$ cat src/rtl/chc_pkg.sv
package chc_pkg;

  // Geometry of the calorimeter and event limits.
  localparam int unsigned LAYERS     = 10;
  localparam int unsigned MAX_CELLS  = 4096;
  localparam int unsigned FRONT_END  = 3;
  localparam int unsigned MIDDLE_END = 6;

  // Field widths.
  localparam int unsigned ENERGY_W   = 24;
  localparam int unsigned LAYER_W    = 4;
  localparam int unsigned PRIMARY_W  = 32;
  localparam int unsigned CELLS_W    = 13;
  localparam int unsigned NLAYERS_W  = 4;
  localparam int unsigned CELL_SQ_W  = 2 * CELLS_W;
  localparam int unsigned LAYER_SQ_W = 2 * NLAYERS_W;

  // Running total widths.
  localparam int unsigned VALID_TOT_W   = 32;
  localparam int unsigned DET_TOT_W     = 32;
  localparam int unsigned CELL_SUM_W    = 48;
  localparam int unsigned CELL_SQSUM_W  = 64;
  localparam int unsigned LAYER_SUM_W   = 40;
  localparam int unsigned LAYER_SQSUM_W = 48;

  // Stream data widths.
  localparam int unsigned IN_DATA_W  = 64;
  localparam int unsigned OUT_DATA_W = 288;
  localparam int unsigned OUT_USED_W = CELLS_W + NLAYERS_W + 1 + VALID_TOT_W + DET_TOT_W
                                     + CELL_SUM_W + CELL_SQSUM_W + LAYER_SUM_W
                                     + LAYER_SQSUM_W;
  localparam int unsigned OUT_PAD_W  = OUT_DATA_W - OUT_USED_W;

  // Configuration port.
  localparam int unsigned CFG_IDX_W  = 2;

  // Threshold register indexes.
  typedef enum logic [CFG_IDX_W-1:0] {
    REG_FRONT  = 2'd0,
    REG_MIDDLE = 2'd1,
    REG_BACK   = 2'd2
  } cfg_reg_e;

  // Segment thresholds, one per segment.
  typedef struct packed {
    logic signed [ENERGY_W-1:0] front;
    logic signed [ENERGY_W-1:0] middle;
    logic signed [ENERGY_W-1:0] back;
  } thr_t;

  // One input cell item.
  typedef struct packed {
    logic signed [ENERGY_W-1:0]  energy;
    logic        [LAYER_W-1:0]   layer;
    logic                        has_cell;
    logic signed [PRIMARY_W-1:0] primary;
    logic                        last;
  } cell_item_t;

  // Closed event summary handed from the event tally to the statistics stages.
  typedef struct packed {
    logic                vld;
    logic                valid;
    logic [CELLS_W-1:0]  cells;
    logic [LAYERS-1:0]   mask;
  } event_sum_t;

  // Number of layers that hold a fired cell.
  function automatic logic [NLAYERS_W-1:0] count_layers(input logic [LAYERS-1:0] mask);
    logic [NLAYERS_W-1:0] n;
    n = '0;
    for (int i = 0; i < LAYERS; i++) begin
      n = n + NLAYERS_W'(mask[i]);
    end
    return n;
  endfunction

endpackage

$ cat src/rtl/chc_event_tally.sv
module chc_event_tally (
  input  logic                  clk_i,
  input  logic                  rst_ni,
  input  logic                  accept_i,
  input  chc_pkg::cell_item_t   item_i,
  input  chc_pkg::thr_t         thr_i,
  input  logic                  adv_i,
  output chc_pkg::event_sum_t   sum_o
);

  logic [chc_pkg::CELLS_W-1:0] cnt_q, cnt_d, cnt_next;
  logic [chc_pkg::LAYERS-1:0]  mask_q, mask_d, mask_next;
  logic                        sum_vld_q;
  logic                        sum_valid_q;
  logic [chc_pkg::CELLS_W-1:0] sum_cells_q;
  logic [chc_pkg::LAYERS-1:0]  sum_mask_q;
  logic signed [chc_pkg::ENERGY_W-1:0] thr;
  logic                        in_range;
  logic                        fire;
  logic                        ev_valid;

  // Pick the threshold of the segment that the layer belongs to.
  always_comb begin
    priority if (item_i.layer < chc_pkg::LAYER_W'(chc_pkg::FRONT_END)) begin
      thr = thr_i.front;
    end else if (item_i.layer < chc_pkg::LAYER_W'(chc_pkg::MIDDLE_END)) begin
      thr = thr_i.middle;
    end else begin
      thr = thr_i.back;
    end
  end

  // A cell fires when it sits in a real layer and reaches its threshold.
  assign in_range = item_i.layer < chc_pkg::LAYER_W'(chc_pkg::LAYERS);
  assign fire     = item_i.has_cell && in_range && (item_i.energy >= thr);
  assign ev_valid = item_i.primary > 0;

  // Event state including the current cell; the count saturates.
  always_comb begin
    cnt_next  = cnt_q;
    mask_next = mask_q;
    if (fire) begin
      if (cnt_q < chc_pkg::CELLS_W'(chc_pkg::MAX_CELLS)) begin
        cnt_next = cnt_q + chc_pkg::CELLS_W'(1);
      end
      mask_next = mask_q | (chc_pkg::LAYERS'(1) << item_i.layer);
    end
  end

  // The event state clears once the last item of the event is taken.
  always_comb begin
    cnt_d  = cnt_q;
    mask_d = mask_q;
    if (accept_i) begin
      if (item_i.last) begin
        cnt_d  = '0;
        mask_d = '0;
      end else begin
        cnt_d  = cnt_next;
        mask_d = mask_next;
      end
    end
  end

  always_ff @(posedge clk_i or negedge rst_ni) begin
    if (!rst_ni) begin
      cnt_q     <= '0;
      mask_q    <= '0;
      sum_vld_q <= 1'b0;
    end else begin
      cnt_q  <= cnt_d;
      mask_q <= mask_d;
      if (adv_i) begin
        sum_vld_q <= accept_i && item_i.last;
      end
    end
  end

  // Summary of the closed event; an invalid event reports nothing fired.
  always_ff @(posedge clk_i) begin
    if (adv_i && accept_i && item_i.last) begin
      sum_valid_q <= ev_valid;
      sum_cells_q <= ev_valid ? cnt_next : '0;
      sum_mask_q  <= ev_valid ? mask_next : '0;
    end
  end

  assign sum_o.vld   = sum_vld_q;
  assign sum_o.valid = sum_valid_q;
  assign sum_o.cells = sum_cells_q;
  assign sum_o.mask  = sum_mask_q;

endmodule

$ cat src/rtl/calorimeter_hit_counter_core.sv
// Calorimeter hit counter. Cells stream in one per clock, each compared
// against the threshold of its layer segment (front: layers 0-2, middle: 3-5,
// back: 6-9); the item marked tlast closes the event. Every event produces
// one result, carrying the fired cell and layer counts and the saturating
// running statistics over valid events (positive primary energy). The core
// takes one item per cycle through a three-register pipeline: event tally,
// squaring, and accumulation with the result register; only a stalled
// result consumer that lets the pipeline fill holds the input. The user must
// write thresholds through the configuration port only while no event is in
// flight; the block itself does not enforce this.
module calorimeter_hit_counter_core (
  input  logic                               clk_i,
  input  logic                               rst_ni,
  // Configuration writes.
  input  logic                               cfg_we_i,
  input  logic [chc_pkg::CFG_IDX_W-1:0]      cfg_index_i,
  input  logic [chc_pkg::ENERGY_W-1:0]       cfg_data_i,
  // Cell stream.
  input  logic                               s_axis_tvalid,
  output logic                               s_axis_tready,
  // tdata: cell_edep[23:0], layer[27:24], primary_energy[59:28], zero pad.
  input  logic [chc_pkg::IN_DATA_W-1:0]      s_axis_tdata,
  // tuser: has_cell.
  input  logic                               s_axis_tuser,
  input  logic                               s_axis_tlast,
  // Event results.
  output logic                               m_axis_tvalid,
  input  logic                               m_axis_tready,
  // tdata: fired_cells, fired_layers, detected, valid_events, detected_events,
  // cell_count_sum, cell_count_square_sum, layer_hits_sum,
  // layer_count_square_sum, zero pad.
  output logic [chc_pkg::OUT_DATA_W-1:0]     m_axis_tdata,
  // tuser: event_valid.
  output logic                               m_axis_tuser
);

  chc_pkg::thr_t       thr_q;
  chc_pkg::cell_item_t item;
  chc_pkg::event_sum_t s1;
  logic                accept;
  logic                s1_ready, s2_ready, out_ready;

  logic                             s2_vld_q;
  logic                             s2_valid_q;
  logic [chc_pkg::CELLS_W-1:0]      s2_cells_q;
  logic [chc_pkg::NLAYERS_W-1:0]    s2_layers_q;
  logic [chc_pkg::CELL_SQ_W-1:0]    s2_cell_sq_q;
  logic [chc_pkg::LAYER_SQ_W-1:0]   s2_layer_sq_q;

  logic                             out_vld_q;
  logic                             ev_valid_q;
  logic [chc_pkg::CELLS_W-1:0]      cells_q;
  logic [chc_pkg::NLAYERS_W-1:0]    layers_q;
  logic                             det_q;

  logic [chc_pkg::VALID_TOT_W-1:0]   valid_total_q;
  logic [chc_pkg::DET_TOT_W-1:0]     det_total_q;
  logic [chc_pkg::CELL_SUM_W-1:0]    cell_sum_q;
  logic [chc_pkg::CELL_SQSUM_W-1:0]  cell_sqsum_q;
  logic [chc_pkg::LAYER_SUM_W-1:0]   layer_sum_q;
  logic [chc_pkg::LAYER_SQSUM_W-1:0] layer_sqsum_q;

  logic [chc_pkg::VALID_TOT_W:0]     valid_total_s;
  logic [chc_pkg::DET_TOT_W:0]       det_total_s;
  logic [chc_pkg::CELL_SUM_W:0]      cell_sum_s;
  logic [chc_pkg::CELL_SQSUM_W:0]    cell_sqsum_s;
  logic [chc_pkg::LAYER_SUM_W:0]     layer_sum_s;
  logic [chc_pkg::LAYER_SQSUM_W:0]   layer_sqsum_s;
  logic                              s2_det;
  logic                              load;

  // Threshold registers.
  always_ff @(posedge clk_i or negedge rst_ni) begin
    if (!rst_ni) begin
      thr_q <= '0;
    end else if (cfg_we_i) begin
      unique case (chc_pkg::cfg_reg_e'(cfg_index_i))
        chc_pkg::REG_FRONT:  thr_q.front  <= cfg_data_i;
        chc_pkg::REG_MIDDLE: thr_q.middle <= cfg_data_i;
        chc_pkg::REG_BACK:   thr_q.back   <= cfg_data_i;
        default: ;
      endcase
    end
  end

  // Unpack the input transfer.
  assign item.energy   = s_axis_tdata[23:0];
  assign item.layer    = s_axis_tdata[27:24];
  assign item.primary  = s_axis_tdata[59:28];
  assign item.has_cell = s_axis_tuser;
  assign item.last     = s_axis_tlast;

  // Pipeline flow control: a stage moves when the next one is empty or moving.
  assign out_ready     = !out_vld_q || m_axis_tready;
  assign s2_ready      = !s2_vld_q || out_ready;
  assign s1_ready      = !s1.vld || s2_ready;
  assign s_axis_tready = s1_ready;
  assign accept        = s_axis_tvalid && s_axis_tready;

  chc_event_tally u_tally (
    .clk_i    (clk_i),
    .rst_ni   (rst_ni),
    .accept_i (accept),
    .item_i   (item),
    .thr_i    (thr_q),
    .adv_i    (s1_ready),
    .sum_o    (s1)
  );

  // Second stage: layer count and the two squares.
  always_ff @(posedge clk_i or negedge rst_ni) begin
    if (!rst_ni) begin
      s2_vld_q <= 1'b0;
    end else if (s2_ready) begin
      s2_vld_q <= s1.vld;
    end
  end

  always_ff @(posedge clk_i) begin
    if (s2_ready && s1.vld) begin
      s2_valid_q    <= s1.valid;
      s2_cells_q    <= s1.cells;
      s2_layers_q   <= chc_pkg::count_layers(s1.mask);
      s2_cell_sq_q  <= chc_pkg::CELL_SQ_W'(s1.cells) * chc_pkg::CELL_SQ_W'(s1.cells);
      s2_layer_sq_q <= chc_pkg::LAYER_SQ_W'(chc_pkg::count_layers(s1.mask))
                     * chc_pkg::LAYER_SQ_W'(chc_pkg::count_layers(s1.mask));
    end
  end

  // Saturating updates of the running totals.
  assign s2_det        = s2_valid_q && (s2_layers_q != '0);
  assign load          = s2_vld_q && out_ready;
  assign valid_total_s = {1'b0, valid_total_q} + (chc_pkg::VALID_TOT_W + 1)'(1);
  assign det_total_s   = {1'b0, det_total_q} + (chc_pkg::DET_TOT_W + 1)'(1);
  assign cell_sum_s    = {1'b0, cell_sum_q} + (chc_pkg::CELL_SUM_W + 1)'(s2_cells_q);
  assign cell_sqsum_s  = {1'b0, cell_sqsum_q} + (chc_pkg::CELL_SQSUM_W + 1)'(s2_cell_sq_q);
  assign layer_sum_s   = {1'b0, layer_sum_q} + (chc_pkg::LAYER_SUM_W + 1)'(s2_layers_q);
  assign layer_sqsum_s = {1'b0, layer_sqsum_q}
                       + (chc_pkg::LAYER_SQSUM_W + 1)'(s2_layer_sq_q);

  // Accumulators change only when a result loads, so they feed the output directly.
  always_ff @(posedge clk_i or negedge rst_ni) begin
    if (!rst_ni) begin
      out_vld_q     <= 1'b0;
      valid_total_q <= '0;
      det_total_q   <= '0;
      cell_sum_q    <= '0;
      cell_sqsum_q  <= '0;
      layer_sum_q   <= '0;
      layer_sqsum_q <= '0;
    end else begin
      if (out_ready) begin
        out_vld_q <= s2_vld_q;
      end
      if (load && s2_valid_q) begin
        valid_total_q <= valid_total_s[chc_pkg::VALID_TOT_W] ? '1
                       : valid_total_s[chc_pkg::VALID_TOT_W-1:0];
        if (s2_det) begin
          det_total_q <= det_total_s[chc_pkg::DET_TOT_W] ? '1
                       : det_total_s[chc_pkg::DET_TOT_W-1:0];
        end
        cell_sum_q    <= cell_sum_s[chc_pkg::CELL_SUM_W] ? '1
                       : cell_sum_s[chc_pkg::CELL_SUM_W-1:0];
        cell_sqsum_q  <= cell_sqsum_s[chc_pkg::CELL_SQSUM_W] ? '1
                       : cell_sqsum_s[chc_pkg::CELL_SQSUM_W-1:0];
        layer_sum_q   <= layer_sum_s[chc_pkg::LAYER_SUM_W] ? '1
                       : layer_sum_s[chc_pkg::LAYER_SUM_W-1:0];
        layer_sqsum_q <= layer_sqsum_s[chc_pkg::LAYER_SQSUM_W] ? '1
                       : layer_sqsum_s[chc_pkg::LAYER_SQSUM_W-1:0];
      end
    end
  end

  // Per-event part of the result register.
  always_ff @(posedge clk_i) begin
    if (load) begin
      ev_valid_q <= s2_valid_q;
      cells_q    <= s2_cells_q;
      layers_q   <= s2_layers_q;
      det_q      <= s2_det;
    end
  end

  assign m_axis_tvalid = out_vld_q;
  assign m_axis_tuser  = ev_valid_q;
  assign m_axis_tdata  = {{chc_pkg::OUT_PAD_W{1'b0}}, layer_sqsum_q, layer_sum_q,
                          cell_sqsum_q, cell_sum_q, det_total_q, valid_total_q,
                          det_q, layers_q, cells_q};

  // A stalled result keeps the valid event total and the cell square sum frozen.
  a_totals_hold: assert property (@(posedge clk_i) disable iff (!rst_ni)
    out_vld_q && !m_axis_tready |=> $stable(valid_total_q) && $stable(cell_sqsum_q))
    else $error("running totals changed under a stalled result");

  // Only a valid event can be detected.
  a_det_needs_valid: assert property (@(posedge clk_i) disable iff (!rst_ni)
    out_vld_q |-> (!det_q || ev_valid_q))
    else $error("detected set on an invalid event");

  // An invalid event reports no fired cells or layers.
  a_invalid_empty: assert property (@(posedge clk_i) disable iff (!rst_ni)
    out_vld_q && !ev_valid_q |-> (cells_q == '0) && (layers_q == '0))
    else $error("invalid event reports fired cells");

  // Detected events never outnumber valid events.
  a_det_le_valid: assert property (@(posedge clk_i) disable iff (!rst_ni)
    det_total_q <= valid_total_q)
    else $error("detected count exceeds valid count");

endmodule

$ cat config.mk
export PLATFORM = sky130hd
export DESIGN_NAME = calorimeter_hit_counter_core
export DESIGN_NICKNAME = d
export VERILOG_FILES = /design/src/rtl/chc_pkg.sv /design/src/rtl/chc_event_tally.sv /design/src/rtl/calorimeter_hit_counter_core.sv
export SDC_FILE = /design/constraint.sdc
export NUM_CORES = 1
export LEC_CHECK = 0
export BUFFER_PORTS_ARGS = -buffer_cell sky130_fd_sc_hd__buf_4
export CORE_UTILIZATION = 60
export DETAILED_ROUTE_END_ITERATION = 10
export PLACE_DENSITY = 0.83
export SLEW_MARGIN = 0
export SYNTH_ARGS = -nofsm -noshare
export SYNTH_HDL_FRONTEND = slang
export SYNTH_SLANG_ARGS = --single-unit
$ cat constraint.sdc
create_clock -name clk_i -period 9.4 [get_ports clk_i]
set_input_delay 0 -clock clk_i [delete_from_list [all_inputs] [get_ports clk_i]]
set_output_delay 0 -clock clk_i [all_outputs]
set_load 0.005 [all_outputs]
Word level (Yosys, flattened, before mapping)
Index checks and enable logic that the tools add are counted.

Register bits after elaboration: 457. Output and inout port bits: 291.

Multiplexer cells: 13. Magnitude comparators: 6. Add/sub/neg operators: 16. Equal/unequal tests: 2. Shift operators: 1. Bitwise gates (word level): 1. Reductions and logical operators: 22. $mul: 2.

Operators with widths (number): 48-bit two-way mux (2); 32-bit by 1-bit adder with 33-bit output, second input constant (2); 64-bit by 26-bit adder with 65-bit output (1); 32-bit two-way mux (2); 64-bit two-way mux (1); 48-bit by 13-bit adder with 49-bit output (1); 48-bit by 8-bit adder with 49-bit output (1); 24-bit two-way mux (2); 40-bit by 4-bit adder with 41-bit output (1); 40-bit two-way mux (1); 13-bit two-way mux (3); 32-bit by 1-bit greater-than comparator with 1-bit output, second input constant (1); 13-bit by 13-bit multiplier with 26-bit output (1); 4-bit by 1-bit adder with 4-bit output (6); 24-bit greater-or-equal comparator (1); 10-bit two-way mux (2); 13-bit by 1-bit adder with 13-bit output, second input constant (1); 13-bit < comparator, second input constant (1); 1-bit logical AND (10); 10-bit OR (1); 1-bit by 4-bit << shifter with 10-bit output, first input constant (1); 4-bit by 4-bit multiplier with 8-bit output (1); 2-bit AND reduction (4); 3-bit by 1-bit adder with 4-bit output (1); 11 further kinds (15).

Longest topological paths before layout
Gate-level depths: netlist (run 1).

Depth after elaboration: 10. Gate-level depth with buffers: 22.

Cells and area by module
A second synthesis (run 1) with hierarchy kept.

Cell total of the unflattened synthesis: 2883. Area, all modules: 28384.7 um^2.

By module, submodules not included: calorimeter_hit_counter_core (cells each 2498, area an instance 24907.6 um^2, instances 1); chc_event_tally (cells each 385, area an instance 3477.1 um^2, instances 1).

Least setup slack after synthesis (run 1)
Ideal clock, no wire load.

Kind: reg2reg. Start point: register u_tally.sum_cells_q[10] in the netlist's numbering. End point: register s2_cell_sq_q[25] in the netlist's numbering, data pin. Cell stages (with the launch flop): 22. Buffers on the path: 1. Path slack: 3724 ps. Data arrival time: 5416 ps. Clock period less this slack: 5676 ps. Setup time: 260 ps. Path through: edfxtp_1 clkbuf_1 nand2_1 fa_1 inv_1 fa_1 inv_1 fa_1 inv_1 fa_1 inv_1 fa_1 inv_1 ha_1 a211o_1 a221oi_1 o31ai_1 o211ai_1 a21oi_1 a211o_1 a21oi_1 xnor2_1.

Word-level cells in the longest chain between the ends: 1.

RTL lines: start, declared (RTL line chc_event_tally.sv:15) `logic [chc_pkg::CELLS_W-1:0] sum_cells_q;`; start signal, assigned (RTL line chc_event_tally.sv:83) `sum_cells_q <= ev_valid ? cnt_next : '0;`; 13-bit by 13-bit multiplier with 26-bit output (RTL line calorimeter_hit_counter_core.sv:124) `s2_cell_sq_q <= chc_pkg::CELL_SQ_W'(s1.cells) * chc_pkg::CELL_SQ_W'(s1.cells);`; end signal, assigned (RTL line calorimeter_hit_counter_core.sv:124); end, declared (RTL line calorimeter_hit_counter_core.sv:47) `logic [chc_pkg::CELL_SQ_W-1:0] s2_cell_sq_q;`.

No other way between the ends. A chain may end at the register's enable or synchronous reset.

Worst setup path in the final report (run 1)
Start point: register u_tally.sum_cells_q[5] in the netlist's numbering. End point: register s2_cell_sq_q[24] in the netlist's numbering, data pin.

The elaborated chain is that of the path after synthesis.

==> results.tsv, run 1 <==
stage	metric	value	unit
route	vias per inst	6.08	
floorplan	floorplan die height	219	um
critical_path	CP arrival	6.77	ns
layout	utilization after layout	0.717	
clocking	clock slew seen by the registers of the worst setup and hold paths	0.06	ns
pwr	ratio of total power to cell area	245	nW/um2
timing	Slew Viols, Final	0	
place	dpl hpwl	54000	um
clocking	CTS Root Buffer Type	clkbuf_16	
global_route	gr usage total	0.310	
clocking	clock buffers created by TritonCTS	48	
layout	area of combinational cells with multiple inputs	15200	um2
timing	Worst Setup Slack, final	2.95	ns
layout	layout overhead on the synthesized area	18.0	%
hold_path	Tightest Hold Check Type	input pin to async pin	
logic_synthesis	Post-Synthesis Cell Area	28300	um2
logic_synthesis	count of distinct cell types in the synthesized netlist	88	
logic_synthesis	sequential area share after synthesis	0.417	
critical_path	CP max stage delay	0.66	ns
layout	Net count, final	3562	
timing	Final Hold Vio Count	0	
logic_synthesis	most area-hungry cell type in the Yosys netlist	dfrtp_1	
timing	Tmin final	6.45	ns
critical_path	Crit Path Class	register to register	
timing	final setup violation count	0	
global_route	global-route wire length before repair	119000	um
logic_synthesis	Post-Syn Instances	2841	
pwr	Clock power frac	0.225	
layout	number of fill cells in the layout	3272	
floorplan	Die ar.	48000	um2
clocking	clock network latency to the later pin of the worst-skew pair	0.59	ns
layout	design area	33400	um2
layout	share of post-route cells with drive strength above 1	0.189	
logic_synthesis	number of enable-type register cells in the synthesized netlist	91	
logic_synthesis	prevailing post-synth register cell	dfrtp_1	
route	DRT Pass-1 Iters	6	
logic_synthesis	share of the synthesized area in the top cell type	0.320	
logic_synthesis	register bit count reported by yosys	453	
place	cell area reported after detailed placement	31600	um2
floorplan	total number of placement rows	79	
timing	Fin Clk Skew	0.0249	ns
pwr	Internal	0.00505	W
critical_path	nature of the critical path endpoint	register	
logic_synthesis	share of synthesized registers carrying an async set or reset	0.799	
floorplan	CORE AREA	46600	um2
place	Final GP Congestion	0.906	
job	max-capacitance violation count	0	
floorplan	initial standard-cell utilization of the core	0.608	
logic_synthesis	total of warnings raised by yosys	0	
clocking	clock tree from TritonCTS	done	
timing	headroom to the max-slew limit	0.193	
layout	register cell area after layout	11800	um2
timing	Slew @ Worst Pin	1.21	ns
route	final WL	75200	um
critical_path	critical path launch point type	register	
pwr	sequential fraction of design power	0.327	
outcome	result of the run	finished clean	
place	dpl ws	3.05	ns
route	post-detailed-route wirelength per cell	19.5	um
floorplan	x dimension of the die	219	um
critical_path	CP max stage cell	edfxtp_1	
place	port buffer count	377	
floorplan	count of boundary I/O pins	388	
route	via count	23421	
global_route	antenna violations before repair	1	
critical_path	worst-path fanout max	14	
pwr	total leakage power	16.1	nW
timing	TNS Setup	0	ns
clocking	# Post-CTS Setup Buffers	0	
timing	setup repair after global routing missed its margin	no	
logic_synthesis	average footprint of a synthesized cell	9.96	um2
global_route	vias in the first global route	23282	
critical_path	required time of the critical path	9.72	ns
critical_path	dominant cell type by count on the critical path	inv_1	
timing	fmax	155	MHz
clocking	H-tree level count	2	
timing	final clock period utilization by the worst path	0.686	
logic_synthesis	cells taking the most area after synthesis	dfrtp_1, edfxtp_1, fa_1	
critical_path	cell-by-cell listing of the critical path	inv_1 > nor2_1 > inv_1 > fa_1 > inv_1 > fa_1 > inv_1 > fa_1 > inv_1 > fa_1 > inv_1 > fa_1 > inv_1 > ha_1 > and4_1 > nand2_1 > nor4b_1 > o41ai_1 > o21ai_0 > nor4_1 > nor3_1 > xor2_1	
route	number of violations reported at the end of detailed-routing iteration 0	1891	
clocking	clock tree sinks	453	
route	DRC violation count after routing	0	
clocking	Max clock buf depth	3	
route	antenna-violating nets left	0	
pwr	part of the power in combinational logic	0.448	
pwr	largest voltage drop on the vdd net	0.211	mV
global_route	total gr overflow	0	
pwr	net switching power	0.00312	W
pwr	Sw Share	0.382	
global_route	maximum number of pins on one net before global-route repair	119	
[cell usage after synthesis, drive strengths merged, types with 4 or more instances]
cell and count:
a2111oi 8, a211o 7, a211oi 11, a21o 38
a21oi 170, a22o 16, a31oi 63, a41oi 10
and2 48, and3 78, and4 23, buf 33
clkbuf 81, dfrtp 362, edfxtp 91, fa 106
ha 153, inv 239, mux2 108, mux2i 19
nand2 280, nand2b 13, nand3 116, nand3b 7
nand4 64, nor2 181, nor2b 24, nor3 55
nor3b 4, nor4 30, nor4b 7, o211ai 11
o21a 19, o21ai 81, o21bai 11, o22a 16
o311a 4, o31ai 9, or2 9, or3 13
xnor2 89, xor2 88
[final cells by class]
type / count / area share
flip-flops and latches: 453 / 0.353
diodes: 1 / 0.0000749
clock buffers: 58 / 0.0392
multi-input cells: 2040 / 0.454
inverters: 239 / 0.0269
clock inverters: 28 / 0.00599
well taps: 607 / 0.0227
repair buffers: 424 / 0.0979
[routing by layer]
metal | vias up | track usage | share of wire
li1 | 10697 | - | -
met1 | 11526 | 0.383 | 0.39
met2 | 978 | 0.525 | 0.49
met3 | 220 | 0.0535 | 0.067
met4 | 0 | 0.155 | 0.047
met5 | - | 0 | 0
[cell usage in the layout, fill, tap and decap left out, drive strengths merged, types with 9 or more instances in the layout]
| cell | n |
|---|---|
| nor4 | 30 |
| a211oi | 11 |
| o31ai | 9 |
| and2 | 48 |
| nand2b | 13 |
| and3 | 78 |
| o21a | 19 |
| nor2 | 181 |
| buf | 392 |
| o21ai | 81 |
| a41oi | 10 |
| or3 | 13 |
| nand3 | 116 |
| inv | 242 |
| o22a | 16 |
| mux2i | 19 |
| xor2 | 88 |
| a31oi | 63 |
| xnor2 | 89 |
| nor3 | 55 |
| edfxtp | 91 |
| nor2b | 24 |
| clkbuf | 58 |
| dlygate4sd3 | 32 |
| fa | 106 |
| or2 | 9 |
| nand4 | 64 |
| a21oi | 170 |
| mux2 | 108 |
| clkinv | 22 |
| ha | 153 |
| a21o | 38 |
| and4 | 23 |
| dfrtp | 362 |
| o211ai | 11 |
| o21bai | 11 |
| a22o | 16 |
| nand2 | 280 |
[flip-flops by register name, summed over array words and instances (netlist names), 6 cells and up]
register and flops:
layer_sqsum_q 48, u_tally.sum_mask_q 10, layer_sum_q 40, u_tally.mask_q 10, thr_q 72, s2_cells_q 13, cell_sqsum_q 64, s2_layer_sq_q 6
u_tally.cnt_q 13, det_total_q 32, u_tally.sum_cells_q 13, cell_sum_q 48, s2_cell_sq_q 24, valid_total_q 32, cells_q 13
[power groups by stage]
stage | Sequential [W] | Combinational [W] | Clock [W]
5_1_grt | 0.00270 | 0.00404 | 0.00195
6_report | 0.00267 | 0.00366 | 0.00184
3_3_place_gp | 0.00267 | 0.00343 | 0
3_5_place_dp | 0.00269 | 0.00357 | 0
4_1_cts | 0.00266 | 0.00361 | 0.00187
2_1_floorplan | 0.00261 | 0.00261 | 0
[kinds of logic (layout without fill, tap and decap cells)]
kind of cell / count (synthesis) / after routing / share of synthesized area
buffers and inverters: 353 / 749 / 0.0491
DFF: 453 / 453 / 0.417
other: 1 / 7 / 0.000132
AOI/OAI and AO/OA: 510 / 510 / 0.117
muxes: 127 / 127 / 0.0497
adders and majority gates: 259 / 259 / 0.143
and+or+nand+nor: 961 / 961 / 0.170
xor gates and xnor gates: 177 / 177 / 0.0548
[critical path: cells and delay by family (launching register included)]
kind / cells / cell delay (ns)
adder cells (fa/ha/maj): 6 / 2.96
AO/OA/AOI/OAI: 2 / 0.48
XOR/XNOR: 1 / 0.09
buffers and inverters: 7 / 0.50
AND/OR/NAND/NOR: 6 / 1.49
flip-flops: 1 / 0.66
[timing repair]
action                                 in CTS  in global routing
endpoints found under the hold margin     210                  0
gates resized for setup                     0                  0
hold buffers                               32                  0
[through the flow]
stage | instances | hold slack, ns | power (W)
finish | 3850 | 0.0614 | 0.00817
global route | 3850 | 0.0572 | 0.00869
CTS | 3849 | 0.00740 | 0.00814
detailed placement | 3731 | 0.138 | 0.00626
global placement | 3731 | 0.136 | 0.00610
floorplan | 2846 | -0.296 | 0.00522
[final timing paths]
check                           cells past startpoint                                  from                             to  slack (ns)
worst max register to register                     22  u_tally.sum_cells_q[5]$_SDFFCE_PN0P_     s2_cell_sq_q[24]$_DFFE_PP_        2.95
max in group asynchronous                           4                                rst_ni      cell_sum_q[6]$_DFFE_PN0P_        7.10
min in group clk_i                                  5                      s_axis_tdata[26]  u_tally.mask_q[3]$_DFFE_PN0P_        0.06
worst max-delay path                               22  u_tally.sum_cells_q[5]$_SDFFCE_PN0P_     s2_cell_sq_q[24]$_DFFE_PP_        2.95
worst min register to register                      0         u_tally.sum_valid_q$_DFFE_PP_           s2_valid_q$_DFFE_PP_        0.44
worst min-delay path                                2                                rst_ni  valid_total_q[18]$_DFFE_PN0P_        0.06
Note: power is estimated with default switching activity, not from simulation.
==> run 2, diff against run 1 <==
--- a/config.mk
+++ b/config.mk
@@ -6,9 +6,9 @@
 export NUM_CORES = 1
 export LEC_CHECK = 0
 export BUFFER_PORTS_ARGS = -buffer_cell sky130_fd_sc_hd__buf_4
-export CORE_UTILIZATION = 60
+export CORE_UTILIZATION = 59
 export DETAILED_ROUTE_END_ITERATION = 10
-export PLACE_DENSITY = 0.83
+export PLACE_DENSITY = 0.82
 export SLEW_MARGIN = 0
 export SYNTH_ARGS = -nofsm -noshare
 export SYNTH_HDL_FRONTEND = slang
==> constraint.sdc (replaced) <==
create_clock -name clk_i -period 6.2 [get_ports clk_i]
set_input_delay 0 -clock clk_i [delete_from_list [all_inputs] [get_ports clk_i]]
set_output_delay 0 -clock clk_i [all_outputs]
set_load 0.005 [all_outputs]
==> run 2 against run 1 <==
Die area increased by 1.7%. Hold slack got worse by 0.014 ns. Fmax rose by 8.4%. Via count shrank 0.58%. Global-route usage decreased by 0.30 points. Sequential cell count is the same. Largest power group unchanged. Cell count increased by 0.57%. Register-to-register slack worse by 2.7 ns.
==> results.tsv, run 2 (same netlist as run 1, synthesis figures left out) <==
stage	metric	value	unit
outcome	result of the run	finished clean	
global_route	gr usage total	0.307	
timing	Slew Viols, Final	0	
route	post-detailed-route wirelength per cell	19.5	um
route	vias per inst	6.01	
clocking	clock tree sinks	453	
timing	setup repair after global routing missed its margin	no	
global_route	antenna violations before repair	3	
layout	number of flip-flops under the largest register name	72	
place	port buffer count	377	
global_route	vias in the first global route	23224	
layout	register with the most flip-flops	thr_q	
layout	registers with the most flip-flops	thr_q: 72 flops, cell_sqsum_q: 64 flops	
timing	Slew @ Worst Pin	1.19	ns
floorplan	CORE AREA	47000	um2
pwr	largest voltage drop on the vdd net	0.266	mV
place	dpl hpwl	54900	um
layout	Net count, final	3582	
hold_path	Tightest Hold Check Type	input pin to async pin	
layout	most used cells in the layout excluding fill and tap cells	buf_4, dfrtp_1, nand2_1	
floorplan	total number of placement rows	79	
critical_path	required time of the critical path	6.54	ns
pwr	ratio of total power to cell area	375	nW/um2
critical_path	Crit Path Class	register to register	
critical_path	critical path launch point type	register	
critical_path	Reg2Reg Setup Slack	0.25	ns
critical_path	launch point of the critical path	u_tally.sum_cells_q[3]$_SDFFCE_PN0P_	
layout	area of combinational cells with multiple inputs	15200	um2
floorplan	initial standard-cell utilization of the core	0.603	
layout	share of post-route cells with drive strength above 1	0.196	
layout	layout overhead on the synthesized area	19.2	%
clocking	CTS Root Buffer Type	clkbuf_16	
route	number of violations reported at the end of detailed-routing iteration 0	1957	
global_route	global-route wire length before repair	122000	um
route	antenna-violating nets left	0	
global_route	maximum number of pins on one net before global-route repair	186	
timing	Worst Setup Slack, final	0.251	ns
place	cell count after placement	3744	
place	dpl ws	0.223	ns
pwr	total leakage power	16.3	nW
layout	utilization after layout	0.719	
timing	Fin Clk Skew	0.0244	ns
clocking	clock slew seen by the registers of the worst setup and hold paths	0.06	ns
floorplan	floorplan die height	221	um
timing	headroom to the max-slew limit	0.209	
floorplan	count of boundary I/O pins	388	
critical_path	CP arrival	6.28	ns
floorplan	Die ar.	48900	um2
clocking	clock network latency to the later pin of the worst-skew pair	0.61	ns
critical_path	startpoint of the most critical register-to-register path	u_tally.sum_cells_q[3]$_SDFFCE_PN0P_	
timing	fmax	168	MHz
layout	register cell area after layout	11800	um2
critical_path	end of the worst register-to-register path	s2_cell_sq_q[25]$_DFFE_PP_	
layout	final standard cell count with taps included and fillers excluded	3872	
critical_path	r2r worst-path depth	21	
critical_path	worst-path fanout max	7	
timing	TNS Setup	0	ns
route	DRT Pass-1 Iters	8	
timing	Tmin final	5.95	ns
timing	Final Hold Vio Count	0	
floorplan	x dimension of the die	221	um
place	Final GP Congestion	0.918	
clocking	clock tree from TritonCTS	done	
clocking	H-tree level count	2	
route	final WL	75500	um
clocking	clock buffers created by TritonCTS	49	
critical_path	nature of the critical path endpoint	register	
job	max-capacitance violation count	0	
layout	leading cell type in the layout, fill and taps excluded	buf_4	
route	via count	23286	
layout	number of fill cells in the layout	3366	
global_route	total gr overflow	0	
clocking	Max clock buf depth	3	
timing	final clock period utilization by the worst path	0.959	
timing	final setup violation count	0	
route	DRC violation count after routing	0	
-- run 2: cell types whose count changed in the layout (fill, tap and decap cells not counted), sizes merged --
cell         delta
buf            +18
bufinv          +4
clkbuf          +7
clkinv         -13
diode           +3
dlygate4sd3     +1
inv             +2
-- run 2: critical path: stages, from the launching register on --
cell and delay (ns):
edfxtp_1 0.45, and2_1 0.19, inv_1 0.06, fa_1 0.53, inv_1 0.06, fa_1 0.53, inv_1 0.06, fa_1 0.53
inv_1 0.05, fa_1 0.52, inv_1 0.05, fa_1 0.52, inv_1 0.04, ha_1 0.37, a211o_1 0.33, a221oi_1 0.26
o31ai_1 0.17, o211ai_1 0.28, a21oi_2 0.12, a211o_1 0.27, a21oi_1 0.19, xnor2_1 0.09
-- run 2: routing by layer --
metal	up-vias	share of wire	global-route usage
met5	-	0	0
met3	204	0.057	0.0404
li1	10775	-	-
met2	887	0.48	0.517
met4	0	0.043	0.136
met1	11420	0.42	0.400
-- run 2: worst max path at each step --
| stage | end | slack [ns] | depth (start not counted) |
|---|---|---|---|
| 6_report | s2_cell_sq_q[25]$_DFFE_PP_ | 0.25 | 21 |
| 3_5_place_dp | s2_cell_sq_q[25]$_DFFE_PP_ | 0.22 | 21 |
| 3_3_place_gp | s2_cell_sq_q[25]$_DFFE_PP_ | 0.29 | 21 |
| 4_1_cts | s2_cell_sq_q[25]$_DFFE_PP_ | 0.21 | 22 |
| 2_1_floorplan | s2_cell_sq_q[25]$_DFFE_PP_ | 0.52 | 21 |
| 5_1_grt | s2_cell_sq_q[25]$_DFFE_PP_ | 0.0009 | 21 |
-- run 2: area by class of cell --
cell class,count,area share
Antenna cell,4,0.000297
Clock buffer,65,0.0405
Clock inverter,21,0.00860
Inverter,239,0.0266
Multi-Input combinational cell,2040,0.450
Sequential cell,453,0.349
Tap cell,607,0.0225
Timing Repair Buffer,443,0.102
-- run 2: per-stage QoR --
stage	total power, W	instance area (um2)	hold WS (ns)
finish	0.0127	33700	0.0474
CTS	0.0126	33700	0.0334
detailed placement	0.00951	31700	0.124
global placement	0.00927	31700	0.115
global route	0.0135	33700	0.0569
floorplan	0.00791	28300	-0.296
-- run 2: power breakdown --
| group | switching (W) | leakage (nW) | internal (W) |
|---|---|---|---|
| Sequential | 0.000407 | 5.53 | 0.00361 |
| Clock | 0.00125 | 0.816 | 0.00181 |
| Combinational | 0.00309 | 9.96 | 0.00248 |
-- run 2: what timing repair did --
action                                  4_1_cts  5_1_grt
hold endpoints to repair                    199        0
hold buffers                                 33        0
setup buffers                                 0        5
endpoints found under the setup margin        0        3
gates resized for setup                       0        5
